<file path="config.mk">
export PLATFORM = sky130hd
export DESIGN_NAME = quick_find_disjoint_set
export DESIGN_NICKNAME = d
export VERILOG_FILES = /design/src/qfds_pkg.sv /design/src/qfds_ram.sv /design/src/qfds_sat_unit.sv /design/src/quick_find_disjoint_set.sv
export SDC_FILE = /design/constraint.sdc
export NUM_CORES = 1
export LEC_CHECK = 0
export ABC_AREA = 1
export BUFFER_PORTS_ARGS = -buffer_cell sky130_fd_sc_hd__buf_2
export CAP_MARGIN = 20
export CORE_MARGIN = 5
export CORE_UTILIZATION = 35
export DETAILED_ROUTE_END_ITERATION = 6
export PLACE_DENSITY_LB_ADDON = 0.3
export SLEW_MARGIN = 20
export SYNTH_ARGS = -nofsm -noshare
export SYNTH_HDL_FRONTEND = slang
export SYNTH_SLANG_ARGS = --single-unit
</file>
<file path="constraint.sdc">
create_clock -name clk -period 5.8 [get_ports clk]
set_input_delay 0.87 -clock clk [delete_from_list [all_inputs] [get_ports clk]]
set_output_delay 0.87 -clock clk [all_outputs]
set_load 0.01 [all_outputs]
</file>
<file path="src/qfds_pkg.sv">
// Shared types and constants for the quick-find disjoint set block.
// No dependencies; the saturating unit, the top level and the testbench import this package.
package qfds_pkg;

  localparam int unsigned IDX_W  = 6;   // element and group index fields
  localparam int unsigned SIZE_W = 7;   // group sizes and group count
  localparam int unsigned CFG_DW = 32;  // configuration data bus
  localparam int unsigned CFG_AW = 3;   // configuration byte address

  localparam logic [SIZE_W-1:0] SIZE_MAX     = 7'd127;
  localparam logic [SIZE_W-1:0] GROUPS_RESET = 7'd64;

  typedef enum logic [1:0] {
    FUNC_ASSIGN = 2'd0,
    FUNC_MERGE  = 2'd1,
    FUNC_QUERY  = 2'd2
  } func_t;

  // Register index as decoded from the word address.
  typedef enum logic {
    REG_INITIAL_GROUPS = 1'b0
  } reg_idx_t;

  typedef enum logic {
    SAT_ADD = 1'b0,
    SAT_SUB = 1'b1
  } sat_op_t;

  typedef enum logic [3:0] {
    S_INIT,
    S_IDLE,
    S_REDUCE,
    S_A_INC,
    S_M_LAB,
    S_M_SX,
    S_M_SY,
    S_SCAN,
    S_M_WX,
    S_M_WY,
    S_RES1,
    S_RES2,
    S_RES3
  } state_t;

endpackage

</file>
<file path="src/qfds_ram.sv">
// Single-port-write, single-port-read memory with registered read data.
// Depends on nothing; used for the label and size stores.
module qfds_ram #(
  parameter int unsigned DW    = 8,
  parameter int unsigned DEPTH = 64,
  parameter int unsigned AW    = 6
) (
  input  logic          clk,
  input  logic          we,
  input  logic [AW-1:0] waddr,
  input  logic [DW-1:0] wdata,
  input  logic [AW-1:0] raddr,
  output logic [DW-1:0] rdata
);

  logic [DW-1:0] mem [DEPTH];

  always_ff @(posedge clk) begin
    if (we) begin
      mem[waddr] <= wdata;
    end
  end

  always_ff @(posedge clk) begin
    rdata <= mem[raddr];
  end

endmodule

</file>
<file path="src/qfds_sat_unit.sv">
// Shared saturating add/subtract unit for sizes and the group count.
// Depends on qfds_pkg for the size width and the operation type.
module qfds_sat_unit #(
  parameter int unsigned CW = 7
) (
  input  qfds_pkg::sat_op_t               op,
  input  logic [qfds_pkg::SIZE_W-1:0]     a,
  input  logic [CW-1:0]                   b,
  output logic [qfds_pkg::SIZE_W-1:0]     y
);
  import qfds_pkg::*;

  localparam int unsigned SW = CW + SIZE_W + 1;

  logic [SW-1:0] a_ext;
  logic [SW-1:0] b_ext;
  logic [SW-1:0] sum;
  logic [SW-1:0] diff;

  assign a_ext = SW'(a);
  assign b_ext = SW'(b);
  assign sum   = a_ext + b_ext;
  assign diff  = a_ext - b_ext;

  // Additions clamp at the all-ones size, subtractions at zero.
  always_comb begin
    case (op)
      SAT_ADD: y = (sum > SW'(SIZE_MAX)) ? SIZE_MAX : sum[SIZE_W-1:0];
      SAT_SUB: y = (b_ext > a_ext) ? '0 : diff[SIZE_W-1:0];
      default: y = a;
    endcase
  end

endmodule

</file>
<file path="src/quick_find_disjoint_set.sv">
// Top level of the quick-find disjoint set: sequencer, registers, APB port.
// Depends on qfds_pkg, qfds_ram and qfds_sat_unit.
//
//   port group   direction  handshake                  payload
//   in_*         input      in_valid / in_stall        func, elem_x, elem_y, group_id
//   out_*        output     out_valid / out_stall      x_group .. group_count
//   APB          input      psel, penable, pwrite      paddr, pwdata, prdata
//
// A query steps through S_REDUCE, S_RES1, S_RES2 and S_RES3; an assign adds S_A_INC, and a
// merge of two separate groups adds S_M_LAB, S_M_SX, S_M_SY, the scan that reads one label
// per cycle from the label memory, then S_M_WX and S_M_WY. With ELEMENTS below 64 each
// index field is first reduced in S_REDUCE by one subtraction per cycle.
// After reset a clearing pass writes every label to its own index and every size to zero;
// no transaction is accepted meanwhile, but register writes are.
// A finished result waits in the output register; the next transaction may be accepted
// while it waits, and the sequencer holds its last step until the output is free.
module quick_find_disjoint_set #(
  parameter int unsigned ELEMENTS = 64
) (
  input  logic                           clk,
  input  logic                           rst_n,

  input  logic                           in_valid,
  output logic                           in_stall,
  input  logic [1:0]                     in_func,
  input  logic [qfds_pkg::IDX_W-1:0]     in_elem_x,
  input  logic [qfds_pkg::IDX_W-1:0]     in_elem_y,
  input  logic [qfds_pkg::IDX_W-1:0]     in_group_id,

  output logic                           out_valid,
  input  logic                           out_stall,
  output logic [qfds_pkg::IDX_W-1:0]     out_x_group,
  output logic                           out_same_group,
  output logic [qfds_pkg::SIZE_W-1:0]    out_x_group_size,
  output logic                           out_x_alone,
  output logic [qfds_pkg::SIZE_W-1:0]    out_named_group_size,
  output logic [qfds_pkg::SIZE_W-1:0]    out_group_count,

  input  logic                           psel,
  input  logic                           penable,
  input  logic                           pwrite,
  input  logic [qfds_pkg::CFG_AW-1:0]    paddr,
  input  logic [qfds_pkg::CFG_DW-1:0]    pwdata,
  output logic [qfds_pkg::CFG_DW-1:0]    prdata,
  output logic                           pready
);
  import qfds_pkg::*;

  // Label width, and the width of counters that must also hold ELEMENTS itself.
  localparam int unsigned LW = $clog2(ELEMENTS);
  localparam int unsigned CW = $clog2(ELEMENTS + 1);

  // Sequencer and item registers.
  state_t              state_r,  state_nxt;
  func_t               func_r,   func_nxt;
  logic [IDX_W-1:0]    x_r,      x_nxt;
  logic [IDX_W-1:0]    y_r,      y_nxt;
  logic [IDX_W-1:0]    gid_r,    gid_nxt;
  logic [CW-1:0]       scan_r,   scan_nxt;
  logic [CW-1:0]       n_r,      n_nxt;
  logic [LW-1:0]       gx_r,     gx_nxt;
  logic [LW-1:0]       gy_r,     gy_nxt;
  logic [SIZE_W-1:0]   sx_r,     sx_nxt;
  logic [SIZE_W-1:0]   sy_r,     sy_nxt;
  logic [SIZE_W-1:0]   szgid_r,  szgid_nxt;
  logic [SIZE_W-1:0]   count_r,  count_nxt;
  logic [SIZE_W-1:0]   igroups_r, igroups_nxt;

  // Output register.
  logic                out_valid_r, out_valid_nxt;
  logic [IDX_W-1:0]    ox_group_r,  ox_group_nxt;
  logic                osame_r,     osame_nxt;
  logic [SIZE_W-1:0]   oxsize_r,    oxsize_nxt;
  logic                oalone_r,    oalone_nxt;
  logic [SIZE_W-1:0]   onamed_r,    onamed_nxt;
  logic [SIZE_W-1:0]   ocount_r,    ocount_nxt;

  // Memory and shared unit connections.
  logic                lab_we;
  logic [LW-1:0]       lab_waddr, lab_wdata;
  logic [LW-1:0]       lab_raddr_a, lab_raddr_b;
  logic [LW-1:0]       lab_rdata_a, lab_rdata_b;
  logic                sz_we;
  logic [LW-1:0]       sz_waddr, sz_raddr;
  logic [SIZE_W-1:0]   sz_wdata, sz_rdata;
  sat_op_t             sat_op;
  logic [SIZE_W-1:0]   sat_a, sat_y;
  logic [CW-1:0]       sat_b;

  logic                in_xfer;
  logic                out_xfer;
  logic                cfg_wr;
  logic                x_big, y_big, gid_big;

  assign in_xfer  = in_valid && !in_stall;
  assign out_xfer = out_valid_r && !out_stall;
  assign cfg_wr   = psel && penable && pwrite && pready &&
                    (reg_idx_t'(paddr[2]) == REG_INITIAL_GROUPS);

  assign in_stall = (state_r != S_IDLE);
  assign pready   = 1'b1;
  assign prdata   = CFG_DW'(igroups_r);

  assign out_valid            = out_valid_r;
  assign out_x_group          = ox_group_r;
  assign out_same_group       = osame_r;
  assign out_x_group_size     = oxsize_r;
  assign out_x_alone          = oalone_r;
  assign out_named_group_size = onamed_r;
  assign out_group_count      = ocount_r;

  // Index fields wrap modulo ELEMENTS; these only fire when ELEMENTS is below 64.
  assign x_big   = (32'(x_r)   >= ELEMENTS);
  assign y_big   = (32'(y_r)   >= ELEMENTS);
  assign gid_big = (32'(gid_r) >= ELEMENTS);

  // Two label memories are written identically so that two labels can be read at once.
  qfds_ram #(.DW(LW), .DEPTH(ELEMENTS), .AW(LW)) u_lab_a (
    .clk   (clk),
    .we    (lab_we),
    .waddr (lab_waddr),
    .wdata (lab_wdata),
    .raddr (lab_raddr_a),
    .rdata (lab_rdata_a)
  );

  qfds_ram #(.DW(LW), .DEPTH(ELEMENTS), .AW(LW)) u_lab_b (
    .clk   (clk),
    .we    (lab_we),
    .waddr (lab_waddr),
    .wdata (lab_wdata),
    .raddr (lab_raddr_b),
    .rdata (lab_rdata_b)
  );

  qfds_ram #(.DW(SIZE_W), .DEPTH(ELEMENTS), .AW(LW)) u_size (
    .clk   (clk),
    .we    (sz_we),
    .waddr (sz_waddr),
    .wdata (sz_wdata),
    .raddr (sz_raddr),
    .rdata (sz_rdata)
  );

  qfds_sat_unit #(.CW(CW)) u_sat (
    .op (sat_op),
    .a  (sat_a),
    .b  (sat_b),
    .y  (sat_y)
  );

  always_ff @(posedge clk) begin
    if (!rst_n) begin
      state_r     <= S_INIT;
      scan_r      <= '0;
      count_r     <= GROUPS_RESET;
      igroups_r   <= GROUPS_RESET;
      out_valid_r <= 1'b0;
    end else begin
      state_r     <= state_nxt;
      scan_r      <= scan_nxt;
      count_r     <= count_nxt;
      igroups_r   <= igroups_nxt;
      out_valid_r <= out_valid_nxt;
    end
  end

  always_ff @(posedge clk) begin
    func_r     <= func_nxt;
    x_r        <= x_nxt;
    y_r        <= y_nxt;
    gid_r      <= gid_nxt;
    n_r        <= n_nxt;
    gx_r       <= gx_nxt;
    gy_r       <= gy_nxt;
    sx_r       <= sx_nxt;
    sy_r       <= sy_nxt;
    szgid_r    <= szgid_nxt;
    ox_group_r <= ox_group_nxt;
    osame_r    <= osame_nxt;
    oxsize_r   <= oxsize_nxt;
    oalone_r   <= oalone_nxt;
    onamed_r   <= onamed_nxt;
    ocount_r   <= ocount_nxt;
  end

  always_comb begin
    state_nxt     = state_r;
    func_nxt      = func_r;
    x_nxt         = x_r;
    y_nxt         = y_r;
    gid_nxt       = gid_r;
    scan_nxt      = scan_r;
    n_nxt         = n_r;
    gx_nxt        = gx_r;
    gy_nxt        = gy_r;
    sx_nxt        = sx_r;
    sy_nxt        = sy_r;
    szgid_nxt     = szgid_r;
    count_nxt     = count_r;
    igroups_nxt   = igroups_r;
    out_valid_nxt = out_valid_r && !out_xfer;
    ox_group_nxt  = ox_group_r;
    osame_nxt     = osame_r;
    oxsize_nxt    = oxsize_r;
    oalone_nxt    = oalone_r;
    onamed_nxt    = onamed_r;
    ocount_nxt    = ocount_r;

    lab_we      = 1'b0;
    lab_waddr   = LW'(x_r);
    lab_wdata   = LW'(gid_r);
    lab_raddr_a = LW'(x_r);
    lab_raddr_b = LW'(y_r);
    sz_we       = 1'b0;
    sz_waddr    = LW'(gid_r);
    sz_wdata    = sat_y;
    sz_raddr    = LW'(gid_r);
    sat_op      = SAT_ADD;
    sat_a       = sz_rdata;
    sat_b       = CW'(1);

    case (state_r)
      // Clearing pass: label i takes i, size i takes zero.
      S_INIT: begin
        lab_we    = 1'b1;
        lab_waddr = LW'(scan_r);
        lab_wdata = LW'(scan_r);
        sz_we     = 1'b1;
        sz_waddr  = LW'(scan_r);
        sz_wdata  = '0;
        scan_nxt  = scan_r + CW'(1);
        if (scan_r == CW'(ELEMENTS - 1)) begin
          state_nxt = S_IDLE;
        end
      end

      S_IDLE: begin
        if (in_xfer) begin
          func_nxt  = func_t'(in_func);
          x_nxt     = in_elem_x;
          y_nxt     = in_elem_y;
          gid_nxt   = in_group_id;
          state_nxt = S_REDUCE;
        end
      end

      S_REDUCE: begin
        if (x_big || y_big || gid_big) begin
          if (x_big) begin
            x_nxt = x_r - IDX_W'(ELEMENTS);
          end
          if (y_big) begin
            y_nxt = y_r - IDX_W'(ELEMENTS);
          end
          if (gid_big) begin
            gid_nxt = gid_r - IDX_W'(ELEMENTS);
          end
        end else begin
          case (func_r)
            FUNC_ASSIGN: begin
              lab_we    = 1'b1;
              state_nxt = S_A_INC;
            end
            FUNC_MERGE: begin
              state_nxt = S_M_LAB;
            end
            default: begin
              state_nxt = S_RES1;
            end
          endcase
        end
      end

      // The size of the named group is on the read port; bump it by one.
      S_A_INC: begin
        sz_we     = 1'b1;
        state_nxt = S_RES1;
      end

      S_M_LAB: begin
        gx_nxt   = lab_rdata_a;
        gy_nxt   = lab_rdata_b;
        sz_raddr = lab_rdata_a;
        if (lab_rdata_a == lab_rdata_b) begin
          state_nxt = S_RES1;
        end else begin
          sat_op    = SAT_SUB;
          sat_a     = count_r;
          count_nxt = sat_y;
          n_nxt     = '0;
          state_nxt = S_M_SX;
        end
      end

      S_M_SX: begin
        sx_nxt    = sz_rdata;
        sz_raddr  = gy_r;
        state_nxt = S_M_SY;
      end

      S_M_SY: begin
        sy_nxt      = sz_rdata;
        lab_raddr_a = '0;
        scan_nxt    = CW'(1);
        state_nxt   = S_SCAN;
      end

      // One label per cycle: the data on the port belongs to index scan_r - 1.
      S_SCAN: begin
        lab_raddr_a = LW'(scan_r);
        lab_waddr   = LW'(scan_r - CW'(1));
        lab_wdata   = gy_r;
        if (lab_rdata_a == gx_r) begin
          lab_we = 1'b1;
          n_nxt  = n_r + CW'(1);
        end
        scan_nxt = scan_r + CW'(1);
        if (scan_r == CW'(ELEMENTS)) begin
          state_nxt = S_M_WX;
        end
      end

      // Moving n members one at a time is a clamped subtract of n and a clamped add of n.
      S_M_WX: begin
        sat_op    = SAT_SUB;
        sat_a     = sx_r;
        sat_b     = n_r;
        sz_we     = 1'b1;
        sz_waddr  = gx_r;
        state_nxt = S_M_WY;
      end

      S_M_WY: begin
        sat_op    = SAT_ADD;
        sat_a     = sy_r;
        sat_b     = n_r;
        sz_we     = 1'b1;
        sz_waddr  = gy_r;
        state_nxt = S_RES1;
      end

      S_RES1: begin
        state_nxt = S_RES2;
      end

      S_RES2: begin
        szgid_nxt = sz_rdata;
        gx_nxt    = lab_rdata_a;
        gy_nxt    = lab_rdata_b;
        sz_raddr  = lab_rdata_a;
        state_nxt = S_RES3;
      end

      // Size of x's group is on the read port; hold it until the output is free.
      S_RES3: begin
        sz_raddr = gx_r;
        if (!out_valid_r || out_xfer) begin
          out_valid_nxt = 1'b1;
          ox_group_nxt  = IDX_W'(gx_r);
          osame_nxt     = (gx_r == gy_r);
          oxsize_nxt    = sz_rdata;
          oalone_nxt    = (sz_rdata == SIZE_W'(1));
          onamed_nxt    = szgid_r;
          ocount_nxt    = count_r;
          state_nxt     = S_IDLE;
        end
      end

      default: begin
        state_nxt = S_IDLE;
      end
    endcase

    // A register write reloads the running count as well.
    if (cfg_wr) begin
      igroups_nxt = pwdata[SIZE_W-1:0];
      count_nxt   = pwdata[SIZE_W-1:0];
    end
  end

`ifndef NO_ASSERTIONS
  // An accepted transaction keeps the input side stalled on the next cycle.
  a_busy_after_accept: assert property (@(posedge clk) disable iff (!rst_n)
    in_xfer |=> in_stall)
    else $error("input accepted twice in a row");

  // The group count never grows except through a register write.
  a_count_monotone: assert property (@(posedge clk) disable iff (!rst_n)
    !cfg_wr |=> count_r <= $past(count_r))
    else $error("group count increased without a register write");

  // A new result only comes from the final step of the sequencer.
  a_result_source: assert property (@(posedge clk) disable iff (!rst_n)
    (out_valid_r && (!$past(out_valid_r) || $past(out_xfer)) && !$past(in_xfer)
     && $past(rst_n)) |-> ($past(state_r) == S_RES3))
    else $error("result loaded outside the final step");
`endif

endmodule

</file>
Word level (Yosys, flattened, before mapping)

Memory sizes are Yosys's and may differ from the RTL's. A register that Yosys moved wholly into a read port is not among the register bits.
Index checks and enable logic that the tools add are counted.

Register bits after elaboration: 115
RAM bits: 1216
Input bits: 62
Output and inout bits: 64
Word-level logic and storage cells: 124
Memories: 3

Add/subtract/negate cells: 5
$lt $le $gt $ge: 2
Equality and inequality tests: 27
Multiplexer cells: 38
Bitwise operators: 2
Reductions and logical operators: 26

Memory list:

| name        | depth | width | read ports | clocked after memory_dff | wr ports | RTL line       | source |
|---|---|---|---|---|---|---|---|
| u_size.mem  | 64    | 7     | 1          | 1                        | 1        | qfds_ram.sv:16 | `logic [DW-1:0] mem [DEPTH];` |
| u_lab_a.mem | 64    | 6     | 1          | 1                        | 1        | qfds_ram.sv:16 |  |
| u_lab_b.mem | 64    | 6     | 1          | 1                        | 1        | qfds_ram.sv:16 |  |

Operators by type and width:

| kind                  | count |
|---|---|
| $mux W7               | 10 |
| $pmux W4 S12          | 1 |
| $pmux W7 S2           | 3 |
| $pmux W6 S2           | 3 |
| $pmux W6 S3           | 2 |
| $pmux W7 S3           | 1 |
| $eq A4 B4 Y1 const B  | 5 |
| $mux W4               | 5 |
| $eq A6 B6 Y1          | 3 |
| $eq A4 B3 Y1 const B  | 4 |
| $gt A15 B7 Y1 const B | 1 |
| $add A7 B1 Y7 const B | 2 |
| $ne A2 B2 Y1 const B  | 7 |
| $mux W1               | 10 |
| $add A7 B7 Y8         | 1 |
| $eq A4 B2 Y1 const B  | 2 |
| $pmux W4 S2           | 1 |
| $reduce_or A2 Y1      | 4 |
| $eq A7 B1 Y1 const B  | 1 |
| $eq A7 B6 Y1 const B  | 1 |
| $eq A7 B7 Y1 const B  | 1 |
| $gt A7 B7 Y1          | 1 |
| $sub A7 B7 Y7         | 1 |
| $logic_and A1 B1 Y1   | 6 |
| 16 further kinds      | 24 |

Logic depth before layout (Yosys ltp)

Gate-level depths: netlist of the first run.

Depth in word-level cells: 10
Mapped depth: 24
Gate-level depth less buffers: 24

Modules after synthesis

A second synthesis of the first run with hierarchy kept.

Cells, all modules: 5109
Area total of the unflattened synthesis: 56902.1 sq um

By module, submodules not included:

| module                  | times used | cells each | area an instance (sq um) | sequential area each (sq um) |
|---|---|---|---|---|
| qfds_ram (u_lab_a ...)  | 2          | 1376       | 15930.3                  | 11651.2 |
| qfds_ram (u_size)       | 1          | 1590       | 18545.3                  | 13593.0 |
| quick_find_disjoint_set | 1          | 623        | 5640.4                   | 3193.1 |
| qfds_sat_unit           | 1          | 144        | 855.8                    | 0.0 |

Worst setup path after synthesis of the first run

Ideal clock, no wire load.

Path type: reg2reg
Start: reg u_lab_a.rdata[2], read port of u_lab_a.mem
End: mem u_size.mem[0][6] in the netlist's numbering (data pin)
Setup time: 0.549 ns
Arrival: 4.464 ns
Required time: 5.251 ns
Setup slack: 0.788 ns
Stages on the path, launching flop included: 20
Path buffers: 0
Clock period less this slack: 5.012 ns
Path through: dfxtp_1 nor2_1 nor4b_1 nand3_1 nand2_1 inv_1 nand2_1 nand3_1 a21oi_1 inv_1 ha_1 nor2_1 nand2_1 nand2_1 a21oi_1 o21bai_1 nand3_1 nand2_1 o21ai_0 a21oi_1

Longest elaborated chain between the ends: 8
Elaborated cells between the ends (all ways): 14
Classes of those cells: add/sub: 2; order compare: 2; eq/ne: 1; mux: 8; bitwise: 1

RTL lines:

| what            | RTL line                       | source |
|---|---|---|
| from (decl)     | qfds_ram.sv:13                 | `output logic [DW-1:0] rdata` |
| $eq A6 B6 Y1 *  | quick_find_disjoint_set.sv:285 | `if (lab_rdata_a == lab_rdata_b) begin` |
| $mux W7         | quick_find_disjoint_set.sv:285 |  |
| $pmux W7 S3     | quick_find_disjoint_set.sv:223 | `case (state_r)` |
| $add A7 B7 Y8   | qfds_sat_unit.sv:22            | `assign sum = a_ext + b_ext;` |
| $gt A15 B7 Y1   | qfds_sat_unit.sv:28            | `SAT_ADD: y = (sum > SW'(SIZE_MAX)) ? SIZE_MAX : sum[SIZE_W-1:0];` |
| $mux W7         | qfds_sat_unit.sv:28            |  |
| $pmux W7 S2 *   | qfds_sat_unit.sv:27            | `case (op)` |
| $mux W7 *       | quick_find_disjoint_set.sv:223 |  |
| net sz_wdata[6] | quick_find_disjoint_set.sv:85  | `logic [SIZE_W-1:0] sz_wdata, sz_rdata;` |
| to (decl)       | qfds_ram.sv:16                 |  |

The timed path passes the listed nets; every way through them passes the cells marked *.

Final worst setup path of the first run

Start: reg u_lab_a.rdata[2], read port of u_lab_a.mem
End: mem u_size.mem[62][3] in the netlist's numbering (data pin)

The elaborated chain is that of the path after synthesis.

==> metrics.log, run 1 <==
INFO  metric run_status = finished, final reports clean
INFO  metric worst-path-max-fanout = 64
INFO  metric worst_hold_path.num_cells = 1
INFO  metric dieArea = ~140000 sq um
INFO  metric p_leak = between 15 and 20 nW
INFO  metric fp.dieW = approximately 370 microns
INFO  metric cap_viol_max_count = 0
INFO  metric skew = between 0.03 and 0.04 ns
INFO  metric tritoncts = yes
INFO  metric initial_cell_density_of_the_core = 0.3527
INFO  metric clockRootBuffer = sky130_fd_sc_hd__clkbuf_16
INFO  metric worst_reg_to_reg_setup_slack = ~1.1 ns
INFO  metric final-max-slew-violation-count = 0
INFO  metric detail_route.vias_per_cell = 5.353
INFO  metric yosys-mux-area-fraction = 0
INFO  metric synthesis.yosys.warnings = 0
INFO  metric fraction_of_final_layout_cells_with_drive_strength_greater_than_1 = 0.08057
INFO  metric ys.flop_type = sky130_fd_sc_hd__edfxtp_1
INFO  metric finalSetupViolCount = 0
INFO  metric worst_setup_path_start_kind = flop
INFO  metric syn-instance-count = around 4500
INFO  metric hold_violations = 0
INFO  metric mean_instance_size_in_the_synthesized_netlist = 10.15 sq um
INFO  metric grt_pass1_wl = approximately 200000 microns
INFO  metric clk_pin_slew = 0.07 ns
INFO  metric endpoint_worst_hold = x_r[5]
INFO  metric numClockSinks = 966
INFO  metric layout_min_cycle_time = 4.728 ns
INFO  metric drtAntennaViolNets = 0
INFO  metric postSynthRegisterBits = approximately 970
INFO  metric routed_wire_length_per_instance = around 21 microns
INFO  metric post_cts_hold_buffer_count = 0
INFO  metric nFillCells = 12366
INFO  metric worst_slew_margin_relative_to_its_limit = 0.2929
INFO  metric finalWirelength = about 130000 microns
INFO  metric synth-edff-count = 921
INFO  metric yosysSeqAreaShare = 0.6246
INFO  metric critical_path_at = roughly 5.2 ns
INFO  metric main_combinational_cell_family_by_area_after_synthesis = simple AND/OR/NAND/NOR gates
INFO  metric asyncSetResetFlopFracSynth = 0
INFO  metric timing.final.ws_setup = about 1.1 ns
INFO  metric drt_iter0_drc = ~3600
INFO  metric power_per_cell_area = around 400 nW/um^2
INFO  metric total_of_buffers_placed_on_input_and_output_ports = roughly 70
INFO  metric diodes = 0
INFO  metric cts_max_level = 3
INFO  metric cts_max_path_buffers = 3
INFO  metric globalplace.congestion = 0.8997
INFO  metric cts_repair_resize_count = 0
INFO  metric remaining_drc_errors = 0
INFO  metric finalNetCount = approximately 4500
INFO  metric chipHeight = roughly 370 microns
INFO  metric dr.pass1.iters = 7
INFO  metric synth_fa_ha_area_frac = 0.005528
INFO  metric core_area = 129600 sq um
INFO  metric rr_endpoint = u_size.mem[62][3]
INFO  metric cts_inserted_buffers = just over 100
INFO  metric flow.area_growth_from_synthesis = 12.07%
INFO  metric footprint_of_the_multi_input_gates = 14050 sq um
INFO  metric first_global_vias = 31733
INFO  metric ioPinCount = between 100 and 150
INFO  metric timing.setup.critical_path_class = flop to flop
INFO  metric synth_simple_gate_area_share = 0.1820
INFO  metric worst_hold_path_class = input pin to flop
INFO  metric worst_ir_drop_vdd = ~0.00029 V
INFO  metric critPathRequiredTime = between 6 and 7 ns
INFO  metric grt_max_degree = 156
INFO  metric detailed_place_hpwl = between 80000 and 90000 microns
INFO  metric post_synth_instance_area = around 46000 sq um
INFO  metric r2r_cells = 19
INFO  metric min_from = in_elem_x[5]
INFO  metric synth_compound_area_frac = 0.1090
INFO  metric place_worst_setup_slack = around 1.2 ns
INFO  metric timing.rr.start = u_lab_a.rdata[2]
INFO  metric cp-end-kind = flop
INFO  metric clk-insertion-delay-late = 0.71 ns
INFO  metric worst-slew-pin-transition = 1.061 ns
INFO  metric postCtsSetupBuffers = 0
INFO  metric vias = around 34000
INFO  metric global_route.overflow_total = 0
INFO  metric grt.total_usage = 0.1896
INFO  metric register_area = between 20000 and 30000 sq um
INFO  metric final.period_utilization = 0.8151
INFO  metric synth-xor-area-share = 0.003448
INFO  metric rsz0062_at_grt = false
INFO  metric max_freq = 211.5 MHz
INFO  metric tns = 0 ns
INFO  metric rows = roughly 130
INFO  metric netlist-cell-type-count = 50
INFO  metric number_of_antenna_violations_at_the_first_check_in_global_routing = 2
## per-layer routing
layer / up-vias / part of all wire / wire length, microns / global-route usage
met2: 1477 / 0.46 / 61020 / 0.3002
met1: 16270 / 0.43 / 57020 / 0.2634
met4: 2 / 0.035 / 4622 / 0.06855
met3: 263 / 0.081 / 10820 / 0.03212
li1: 15695 / - / - / -
met5: - / 0.000067 / 9 / 0
## cell families (layout without fill, tap and decap cells)
family,after synthesis,after routing
other,2,26
AND/OR/NAND/NOR,1822,1822
AO/OA/AOI/OAI,839,839
XOR/XNOR,18,18
buffers and inverters,840,865
adder cells (fa/ha/maj),19,19
flip-flops,966,966
## worst max-delay path, stage by stage, from the launching register on
cell and delay [ns]:
sky130_fd_sc_hd__dfxtp_1 0.42, sky130_fd_sc_hd__nor2_1 0.07, sky130_fd_sc_hd__nor4b_1 0.72, sky130_fd_sc_hd__nand3_1 0.16
sky130_fd_sc_hd__nand2_1 0.25, sky130_fd_sc_hd__inv_1 0.18, sky130_fd_sc_hd__nand2_1 0.09, sky130_fd_sc_hd__nand3_1 0.06
sky130_fd_sc_hd__a21oi_1 0.28, sky130_fd_sc_hd__inv_1 0.11, sky130_fd_sc_hd__ha_1 0.31, sky130_fd_sc_hd__a21oi_1 0.07
sky130_fd_sc_hd__o21ai_0 0.35, sky130_fd_sc_hd__nand2_1 0.09, sky130_fd_sc_hd__o311ai_0 0.12, sky130_fd_sc_hd__buf_4 0.22
sky130_fd_sc_hd__nand2_1 0.08, sky130_fd_sc_hd__o21ai_0 0.30, sky130_fd_sc_hd__and2_2 0.24, sky130_fd_sc_hd__buf_12 0.27
## cell type report
cell class,instances,share of cell area
multi-input cells,2724,0.2741
inverters,531,0.03895
well taps,1742,0.04254
flip-flops and latches,966,0.5573
clock buffers,127,0.05323
repair buffers,144,0.02232
clock inverters,63,0.01153
## Yosys cell counts, drive strengths merged (22+ instances only)
cell type | number | area, sq um
edfxtp | 921 | 27660
nand2 | 606 | 2287
nand3 | 593 | 2988
inv | 527 | 1978
nor2 | 422 | 1604
o21ai | 420 | 2102
buf | 163 | 897.1
o211ai | 163 | 1224
nand3b | 160 | 1201
clkbuf | 146 | 548.0
a21oi | 135 | 675.7
a221oi | 46 | 402.9
dfxtp | 45 | 900.9
o22ai | 22 | 151.4
## layout by cell type (no fill, tap or decap), types with 18 or more instances in the layout
cell / Yosys / routed
sky130_fd_sc_hd__edfxtp_1: 921 / 921
sky130_fd_sc_hd__nand2_1: 601 / 599
sky130_fd_sc_hd__nand3_1: 589 / 589
sky130_fd_sc_hd__inv_1: 508 / 507
sky130_fd_sc_hd__nor2_1: 416 / 412
sky130_fd_sc_hd__o21ai_0: 391 / 391
sky130_fd_sc_hd__o211ai_1: 163 / 163
sky130_fd_sc_hd__nand3b_1: 160 / 160
sky130_fd_sc_hd__a21oi_1: 135 / 132
sky130_fd_sc_hd__clkbuf_16: 0 / 103
sky130_fd_sc_hd__buf_2: 84 / 72
sky130_fd_sc_hd__buf_4: 44 / 51
sky130_fd_sc_hd__a221oi_1: 46 / 46
sky130_fd_sc_hd__dfxtp_1: 45 / 45
sky130_fd_sc_hd__clkinv_2: 0 / 34
sky130_fd_sc_hd__o21ai_1: 29 / 29
sky130_fd_sc_hd__conb_1: 2 / 26
sky130_fd_sc_hd__o22ai_1: 21 / 19
sky130_fd_sc_hd__buf_12: 0 / 19
sky130_fd_sc_hd__clkbuf_1: 146 / 18
## through the flow
step | total power [mW] | hold WS (ns) | cell area (sq um) | instances | utilization
2_1_floorplan | 12.20 | 0.4003 | 45810 | 4530 | -
3_5_place_dp | 14.35 | 0.4045 | 47880 | 6105 | 0.3693
3_3_place_gp | 14.27 | 0.4016 | 47880 | 6105 | 0.3693
6_report | 20.77 | 0.3384 | 51240 | 6297 | 0.3952
4_1_cts | 20.82 | 0.2782 | 51200 | 6295 | 0.3949
5_1_grt | 21.62 | 0.3021 | 51240 | 6297 | 0.3952
## sequential cells by signal, indices dropped and copies added, names as in the netlist, 7 cells and up
name and cells:
out_x_group_size 7, igroups_r 7, n_r 7, scan_r 7
sy_r 7, u_size.mem 448, u_size.rdata 7, u_lab_b.mem 384
count_r 7, szgid_r 7, sx_r 7, out_named_group_size 7
out_group_count 7
## power breakdown
group          switching, mW  leakage, nW  internal, mW  total (mW)
Combinational           4.00         8.47          1.14        5.14
Sequential             0.227         8.86          8.91        9.14
Clock                   2.78         1.64          3.71        6.49
Total                   7.01         19.0          13.8        20.8
## worst max-delay path by stage
stage	start	end	slack, ns	depth (start not counted)
after floorplan	u_lab_a.rdata[2]	u_size.mem[0][6]	0.79	19
after global placement	u_lab_a.rdata[2]	u_size.mem[60][3]	1.24	19
after detailed placement	u_lab_a.rdata[2]	u_size.mem[60][3]	1.18	19
after CTS	u_lab_a.rdata[2]	u_size.mem[60][3]	1.12	19
after global routing	u_lab_a.rdata[2]	u_size.mem[58][3]	0.69	19
final	u_lab_a.rdata[2]	u_size.mem[62][3]	1.07	19
(Power assumes the default switching activity.)
==> run 2: changes to the inputs <==
clock period = 4.4 ns   (was 5.8 ns; I/O delays follow)
==> run 2 against run 1 <==
  * Maximum frequency is 20% higher
  * Largest power group unchanged
  * Power up 33%
  * Non-clock buffer count increased by 85
  * Largest cell class unchanged
  * Sequential power up 31%
==> metrics.log, run 2 (synthesis gave the netlist of run 1 again) <==
INFO  metric run_status = finished, final reports clean (unchanged)
INFO  metric dieArea = 138000 sq um (unchanged)
INFO  metric path_depth = 20 (was 19)
INFO  metric worst_reg_to_reg_setup_slack = 0.48 ns (was 1.07 ns)
INFO  metric clk_pin_slew = 0.06 ns (was 0.07 ns)
INFO  metric place_worst_setup_slack = 0.1573 ns (was 1.183 ns)
INFO  metric clockRootBuffer = sky130_fd_sc_hd__clkbuf_16 (unchanged)
INFO  metric drt_iter0_drc = 3846 (was 3601)
INFO  metric layout_min_cycle_time = 3.924 ns (was 4.728 ns)
INFO  metric timing.setup.critical_path_class = flop to flop (unchanged)
INFO  metric timing.rr.start = u_lab_a.rdata[2] (unchanged)
INFO  metric nFillCells = 12364 (was 12366)
INFO  metric clk-insertion-delay-late = 0.69 ns (was 0.71 ns)
INFO  metric flow.area_growth_from_synthesis = 13.84% (was 12.07%)
INFO  metric globalplace.congestion = 0.9019 (was 0.8997)
INFO  metric cts_max_path_buffers = 3 (unchanged)
INFO  metric routed_wire_length_per_instance = 21.04 microns (was 21.20 microns)
INFO  metric power_per_cell_area = 532.5 nW/um^2 (was 405.4 nW/um^2)
INFO  metric worst-path-max-fanout = 64 (unchanged)
INFO  metric dr.pass1.iters = 6 (was 7)
INFO  metric worst_hold_path_class = input pin to flop (unchanged)
INFO  metric detailed_place_hpwl = 82300 microns (was 81540 microns)
INFO  metric remaining_drc_errors = 0 (unchanged)
INFO  metric hold_violations = 0 (unchanged)
INFO  metric max_freq = 254.8 MHz (was 211.5 MHz)
INFO  metric cp_slowest_cell = sky130_fd_sc_hd__ha_2 (was sky130_fd_sc_hd__nor4b_1)
INFO  metric fraction_of_final_layout_cells_with_drive_strength_greater_than_1 = 0.09446 (was 0.08057)
INFO  metric grt_pass1_wl = 200400 microns (was 200000 microns)
INFO  metric total_of_buffers_placed_on_input_and_output_ports = 72 (unchanged)
INFO  metric layout.cells.most_common_list = sky130_fd_sc_hd__edfxtp_1 (921), sky130_fd_sc_hd__nand2_1 (599), sky130_fd_sc_hd__nand3_1 (589) (unchanged)
INFO  metric critical_path.max_stage_delay = 0.42 ns (was 0.72 ns)
INFO  metric global_route.overflow_total = 0 (unchanged)
INFO  metric final.period_utilization = 0.8918 (was 0.8151)
INFO  metric first_global_vias = 31855 (was 31733)
INFO  metric rows = 132 (unchanged)
INFO  metric core_area = 129600 sq um (unchanged)
INFO  metric worst-slew-pin-transition = 1.017 ns (was 1.061 ns)
INFO  metric critical_path_at = 4.30 ns (was 5.18 ns)
INFO  metric final-max-slew-violation-count = 0 (unchanged)
INFO  metric r2r_cells = 20 (was 19)
INFO  metric worst_path_most_repeated_cell = sky130_fd_sc_hd__nand2_1 (unchanged)
INFO  metric routed_wl_met2 = 61040 microns (was 61020 microns)
INFO  metric tns = 0 ns (unchanged)
INFO  metric drtAntennaViolNets = 0 (unchanged)
INFO  metric critPathRequiredTime = 4.77 ns (was 6.26 ns)
INFO  metric worst_ir_drop_vdd = 0.0003238 V (was 0.0002874 V)
INFO  metric tritoncts = yes (unchanged)
INFO  metric finalNetCount = 4633 (was 4549)
INFO  metric worst_path_dominant_cell_family = simple AND/OR/NAND/NOR gates (unchanged)
INFO  metric grt_max_degree = 187 (was 156)
INFO  metric initial_cell_density_of_the_core = 0.3527 (unchanged)
INFO  metric most_frequent_standard_cell_in_the_layout_excluding_fill_and_tap_cells = sky130_fd_sc_hd__edfxtp_1 (unchanged)
INFO  metric crit_path_end = u_size.mem[53][2] (was u_size.mem[62][3])
INFO  metric finalWirelength = 134300 microns (was 133500 microns)
INFO  metric largest_register_by_flop_count = u_size.mem (unchanged)
INFO  metric number_of_antenna_violations_at_the_first_check_in_global_routing = 3 (was 2)
INFO  metric dr_wl_met3 = 11800 microns (was 10820 microns)
INFO  metric critPathLaunch = u_lab_a.rdata[2] (unchanged)
INFO  metric numClockSinks = 966 (unchanged)
INFO  metric vias = 34143 (was 33707)
INFO  metric detail_route.vias_per_cell = 5.351 (was 5.353)
INFO  metric cts_max_level = 3 (unchanged)
INFO  metric p_leak = 19.44 nW (was 18.97 nW)
INFO  metric rr_endpoint = u_size.mem[53][2] (was u_size.mem[62][3])
INFO  metric critical_path.cell_chain = nor2_1 > nor4b_2 > buf_4 > nand3_1 > nand2_1 > inv_1 > buf_4 > nand2_1 > o2111ai_2 > ha_2 > inv_1 > a21oi_1 > nand2_1 > a21oi_1 > o21bai_1 > nand3_1 > nand2_1 > o21ai_0 > a21oi_4 > buf_12 (was nor2_1 > nor4b_1 > nand3_1 > nand2_1 > inv_1 > nand2_1 > nand3_1 > a21oi_1 > inv_1 > ha_1 > a21oi_1 > o21ai_0 > nand2_1 > o311ai_0 > buf_4 > nand2_1 > o21ai_0 > and2_2 > buf_12)
INFO  metric ioPinCount = 126 (unchanged)
INFO  metric skew = 0.02832 ns (was 0.03937 ns)
INFO  metric chipHeight = 371.4 microns (unchanged)
INFO  metric largest_register_ff_count = 448 (unchanged)
INFO  metric cp-end-kind = flop (unchanged)
INFO  metric top_regs = u_size.mem x448, u_lab_b.mem x384 (unchanged)
INFO  metric worstPathBufferInverterCount = 5 (was 4)
INFO  metric fp.dieW = 371.4 microns (unchanged)
INFO  metric finalSetupViolCount = 0 (unchanged)
INFO  metric grt.total_usage = 0.1895 (was 0.1896)
INFO  metric cap_viol_max_count = 0 (unchanged)
INFO  metric worst_slew_margin_relative_to_its_limit = 0.3191 (was 0.2929)
INFO  metric highest_metal_used = met4 (was met5)
INFO  metric worst_setup_path_start_kind = flop (unchanged)
INFO  metric timing.final.ws_setup = 0.4759 ns (was 1.072 ns)
INFO  metric met1Wirelength = 57490 microns (was 57020 microns)
INFO  metric rsz0062_at_grt = false (unchanged)
INFO  metric cts_inserted_buffers = 100 (was 101)
-- run 2: worst min-delay path by stage --
stage	startpoint	end	depth (start not counted)
final	in_elem_y[0]	lab_raddr_b[0]	1
after global routing	in_elem_y[1]	lab_raddr_b[1]	1
after CTS	in_elem_y[2]	lab_raddr_b[2]	1
after detailed placement	szgid_r[1]	out_named_group_size[1]	0
after global placement	szgid_r[6]	out_named_group_size[6]	0
after floorplan	szgid_r[0]	out_named_group_size[0]	0
-- run 2: cell type report --
cell class              count  area [sq um]  share of cell area
clock buffers             131          2731             0.05248
multi-input cells        2724         14050              0.2700
flip-flops and latches    966         28560              0.5487
clock inverters            56         605.6             0.01163
diodes                      2         5.005          0.00009615
repair buffers            229          1922             0.03692
well taps                1742          2180             0.04188
inverters                 531          1996             0.03834
-- run 2: power by group --
part           leakage [nW]  total (mW)  internal [mW]  switching, mW
Clock                  1.62        8.67           5.07           3.60
Combinational          8.97        7.03           1.71           5.31
Sequential             8.86        12.0           11.7          0.280
-- run 2: per-layer routing --
layer / global-route usage / up-vias
li1: - / 15859
met1: 0.2689 / 16557
met2: 0.2984 / 1506
met3: 0.02915 / 221
met4: 0.06279 / 0
met5: 0 / -
-- run 2: stage by stage --
step                area [sq um]  utilization  cells  hold slack (ns)  power [mW]
finish                     52050       0.4015   6381           0.1430       27.72
global route               52040       0.4014   6379           0.1243       28.81
CTS                        51970       0.4008   6377          0.09341       27.75
detailed placement         48630       0.3751   6190           0.4062       19.11
global placement           48600       0.3749   6189           0.4014       19.02
floorplan                  45830            -   4530           0.4003       16.07
-- run 2: repair_timing --
action,CTS,global route
hold buffers,0,0
gates resized for setup,0,7
endpoints found under the hold margin,0,0
setup endpoints to repair,0,331
setup buffers,0,0
-- run 2: worst register-to-register path, delay by kind of cell, from the launching register on --
| family | cells | cell delay [ns] |
|---|---|---|
| flops | 1 | 0.40 |
| compound gates | 6 | 1.02 |
| buf+inv | 5 | 0.69 |
| fa+ha+maj | 1 | 0.42 |
| simple gates | 8 | 1.06 |
